===== config.mk =====
export PLATFORM = sky130hd
export DESIGN_NAME = mcc_cfg
export DESIGN_NICKNAME = d
export VERILOG_FILES = /design/src/sv/mcc_pkg.sv /design/src/sv/mcc_cfg.sv
export SDC_FILE = /design/constraint.sdc
export NUM_CORES = 1
export LEC_CHECK = 0
export BUFFER_PORTS_ARGS = -buffer_cell sky130_fd_sc_hd__buf_2
export CORE_MARGIN = 4
export CORE_UTILIZATION = 45
export DETAILED_ROUTE_END_ITERATION = 10
export PLACE_DENSITY = 0.7
export SKIP_CTS_REPAIR_TIMING = 1
export SYNTH_ARGS = -nofsm -noshare
export SYNTH_HDL_FRONTEND = slang
export SYNTH_SLANG_ARGS = --single-unit

===== constraint.sdc =====
create_clock -name i_clk -period 2.83 [get_ports i_clk]
set_clock_uncertainty 0.15 [all_clocks]
set_input_delay 0.566 -clock i_clk [delete_from_list [all_inputs] [get_ports i_clk]]
set_output_delay 0.566 -clock i_clk [all_outputs]
set_load 0.005 [all_outputs]

===== src/sv/mcc_pkg.sv =====
`timescale 1ns / 1ps
// ----------------------------------------------------------------------------
// mcc_pkg
// Shared types and constants for the minimum coin change block.
// ----------------------------------------------------------------------------
package mcc_pkg;

    localparam int NUM_DENOM = 6;   // denomination registers
    localparam int DENOM_W   = 12;  // denomination value width
    localparam int AMOUNT_W  = 12;  // amount / coin count width
    localparam int IDX_W     = 3;   // denomination index width

    // configuration register indexes
    localparam logic [IDX_W-1:0] CFG_DENOM_COUNT = 3'd0;
    localparam logic [IDX_W-1:0] CFG_DENOM_FIRST = 3'd1;

    // live configuration handed to the engine
    typedef struct packed {
        logic [IDX_W-1:0]                   active;  // denominations in use, 1..6
        logic [NUM_DENOM-1:0][DENOM_W-1:0]  denom;
    } t_cfg;

    // one table entry: unreachable flag, fewest coins, last coin's denomination
    typedef struct packed {
        logic                unr;
        logic [AMOUNT_W-1:0] count;
        logic [IDX_W-1:0]    choice;
    } t_entry;

    localparam int ENTRY_W = $bits(t_entry);

endpackage


===== src/sv/mcc_cfg.sv =====
`timescale 1ns / 1ps
// ----------------------------------------------------------------------------
// mcc_cfg
// Configuration registers: denomination count and denomination values.
// ----------------------------------------------------------------------------
module mcc_cfg #(
    parameter int MAX_DENOMS = 6
) (
    input  logic                       i_clk,
    input  logic                       i_rst_n,
    input  logic                       i_we,
    input  logic [mcc_pkg::IDX_W-1:0]  i_index,
    input  logic [mcc_pkg::DENOM_W-1:0] i_data,
    output mcc_pkg::t_cfg              o_cfg
);

    localparam int CAP = (MAX_DENOMS < mcc_pkg::NUM_DENOM) ? MAX_DENOMS : mcc_pkg::NUM_DENOM;
    localparam logic [mcc_pkg::IDX_W-1:0] CAP_N = mcc_pkg::IDX_W'(CAP);

    logic [mcc_pkg::IDX_W-1:0]   r_count;
    logic [mcc_pkg::NUM_DENOM-1:0][mcc_pkg::DENOM_W-1:0] r_denom;

    always_ff @(posedge i_clk) begin
        if (!i_rst_n) begin
            r_count <= mcc_pkg::IDX_W'(1);
            for (int j = 0; j < mcc_pkg::NUM_DENOM; j++) begin
                r_denom[j] <= mcc_pkg::DENOM_W'(1);
            end
        end else if (i_we) begin
            if (i_index == mcc_pkg::CFG_DENOM_COUNT) begin
                r_count <= i_data[mcc_pkg::IDX_W-1:0];
            end
            for (int j = 0; j < mcc_pkg::NUM_DENOM; j++) begin
                if (i_index == mcc_pkg::CFG_DENOM_FIRST + mcc_pkg::IDX_W'(j)) begin
                    r_denom[j] <= i_data;
                end
            end
        end
    end

    // zero counts as one, anything above the cap saturates
    always_comb begin
        priority if (r_count == '0) begin
            o_cfg.active = mcc_pkg::IDX_W'(1);
        end else if (r_count > CAP_N) begin
            o_cfg.active = CAP_N;
        end else begin
            o_cfg.active = r_count;
        end
        o_cfg.denom = r_denom;
    end

endmodule


==> reports/qor.csv <==
stage;metric;value;unit
timing;slew-limit-headroom;0.6841;
timing;post-route-worst-setup-slack;900.5;ps
final_layout;layout.area.seq;0.001501;sq mm
clocking;cts_sinks;75;
timing;tightest_slew;473.9;ps
clocking;ctsRootBufferMaster;clkbuf_8;
pwr;ir_drop;0.3860;mV
final_layout;multiInputGateArea;0.001196;sq mm
placement;dp_hpwl;4845;um
logic_synthesis;syn_avg_cell_area;10.58;sq um
timing;setup_viol;0;
critical_path;cp_cell_sequence;inv_1, maj3_1, buf_2;
critical_path;worstPathRequired;2110;ps
global_route;grt_pass1_wl;11010;um
timing;timing.final.crit_period;1930;ps
clocking;cts_htree_levels;3;
clocking;cts_max_path_buffers;2;
final_layout;area_growth;25.57;%
timing;finalHoldViolCount;0;
die;rows;28;
critical_path;crit_fanout;3;
logic_synthesis;yosysWarningCount;0;
logic_synthesis;synth.area.top_cells;dfxtp_1, mux2i_1, nand2_1;
logic_synthesis;synth_cells;265;
worst_hold_path;hold_path_class;flop to flop;
final_layout;final_common_cell;buf_2;
final_layout;nNetsFinal;377;
timing;fin_crit_sh;0.6818;
routing;routed.top_layer;met4;
logic_synthesis;synth_area;0.002804;sq mm
pwr;p_leak;1.913;nW
final_layout;final_layout_size_suffix_gt1_frac;0.3196;
logic_synthesis;syn_nets;283;
clocking;cts-buffers-inserted;9;
timing;rsz0062_at_grt;false;
routing;wl;6935;um
final_layout;layout_common_cells;buf_2, nand2_1, mux2i_1, dfxtp_1, clkbuf_8;
clocking;path_clk_slew;70;ps
die;die_h;86.94;um
placement;placed_cell_area;0.003327;sq mm
placement;place_ws;960.0;ps
routing;drc_errors;0;
critical_path;max_stage_delay;360;ps
critical_path;crit_path_end_kind;output pin;
die;pin_count;93;
global_route;grt_pass1_vias;2147;
logic_synthesis;yosysSeqAreaShare;0.5355;
routing;wl_met3;582;um
timing;slew_violations;0;
final_layout;nFillCells;547;
routing;drt-initial-drc-count;81;
die;start_util;0.4680;
critical_path;slowest_stage;dfxtp_1;
routing;viasPerCell;4.911;
global_route;grt-ovfl-total;0;
critical_path;arrival;1210;ps
timing;tns;0;ps
global_route;grt_max_degree;29;
routing;detail-route-antenna-nets;0;
logic_synthesis;synth_top_area_cell;dfxtp_1;
run_status;status;complete, no violations;
routing;dr.pass1.iters;4;
critical_path;critPathKind;flop to output pin;
pwr;power.density;579.1;mW/mm^2
logic_synthesis;synth_cell_types;14;
final_layout;n_antenna_cell;0;
global_route;grt.total_usage;0.1921;
clocking;clk_latency;340;ps
flow_run;max_cap_violations;0;
global_route;antenna_found_initial;0;
die;die_area;0.007558;sq mm
clocking;cts_tree;built;
placement;numPortBuffers;92;
die;core;0.005991;sq mm
routing;wl_per_cell;15.83;um
logic_synthesis;ys_ff_latch;75;
die;die_w;86.94;um
routing;drt-met1-wl;3119;um
routing;vias;2151;
routing;wl_met2;3182;um
final_layout;finalInstanceArea;0.003521;sq mm
placement;gp_congestion;0.7584;
critical_path;critPathLaunchType;flop;
timing;max_freq;0.5183;GHz
logic_synthesis;synth.top_cell.area_share;0.5355;
registers in the layout, summed over array words and instances (netlist names):
name     cells
r_count      3
o_cfg       72
cell type report:
type	count	share of cell area
Sequential cell	75	0.4264
Inverter	2	0.002132
Multi-Input combinational cell	170	0.3397
Clock buffer	13	0.04513
Clock inverter	2	0.009950
Timing Repair Buffer	101	0.1500
Tap cell	75	0.02665
synth_stat cells:
master     count
dfxtp_1       75
clkbuf_1       8
nor4b_4        1
mux2i_1       75
nand4bb_1      2
buf_4          5
nand4b_1       3
and4bb_4       1
nor2b_1        8
nand2_1       79
buf_6          1
buf_2          4
inv_1          2
maj3_1         1
logic make-up after synthesis:
family / Yosys count / share of synthesized area
AND/OR/NAND/NOR: 94 / 0.1553
multiplexers: 75 / 0.2677
flip-flops: 75 / 0.5355
buffers and inverters: 20 / 0.03793
adder cells (fa/ha/maj): 1 / 0.003570
report_power, final:
part | switching [mW] | internal (mW) | total, mW
combinational | 0.0827 | 0.0580 | 0.141
clock | 0.357 | 0.450 | 0.807
sequential | 0.0126 | 1.08 | 1.09
total | 0.452 | 1.59 | 2.04
worst max-delay path: cells and delay by family (launching register included):
family / cells / cell delay (ps)
adder cells (fa/ha/maj): 1 / 330
flip-flops: 1 / 360
buffers and inverters: 2 / 180
stage by stage:
step           hold slack, ps  cells  power [mW]    util
4_1_cts                 311.9    438       2.057  0.5877
5_1_grt                 319.7    438       2.123  0.5877
6_report                305.0    438       2.039  0.5877
2_1_floorplan           296.6    265       1.192       -
3_3_place_gp            291.8    423       1.255  0.5553
3_5_place_dp            294.9    423       1.256  0.5553
path summary, 6_finish.rpt:
check / startpoint / end / slack (ps) / depth (start not counted)
setup / recovery: r_count[1] / o_cfg[72] / 900 / 3
hold / removal: o_cfg[37] / o_cfg[37] / 300 / 2
setup reg to reg: o_cfg[30] / o_cfg[30] / 2040 / 2
hold reg to reg: o_cfg[37] / o_cfg[37] / 300 / 2
per-layer routing:
| metal | up-vias | GRT usage |
|---|---|---|
| met1 | 1003 | 0.2420 |
| met3 | 6 | 0.07379 |
| met4 | 0 | 0.04674 |
| met2 | 76 | 0.3106 |
| met5 | - | 0 |
| li1 | 1066 | - |
No activity file was read; power rests on OpenSTA's default activity.
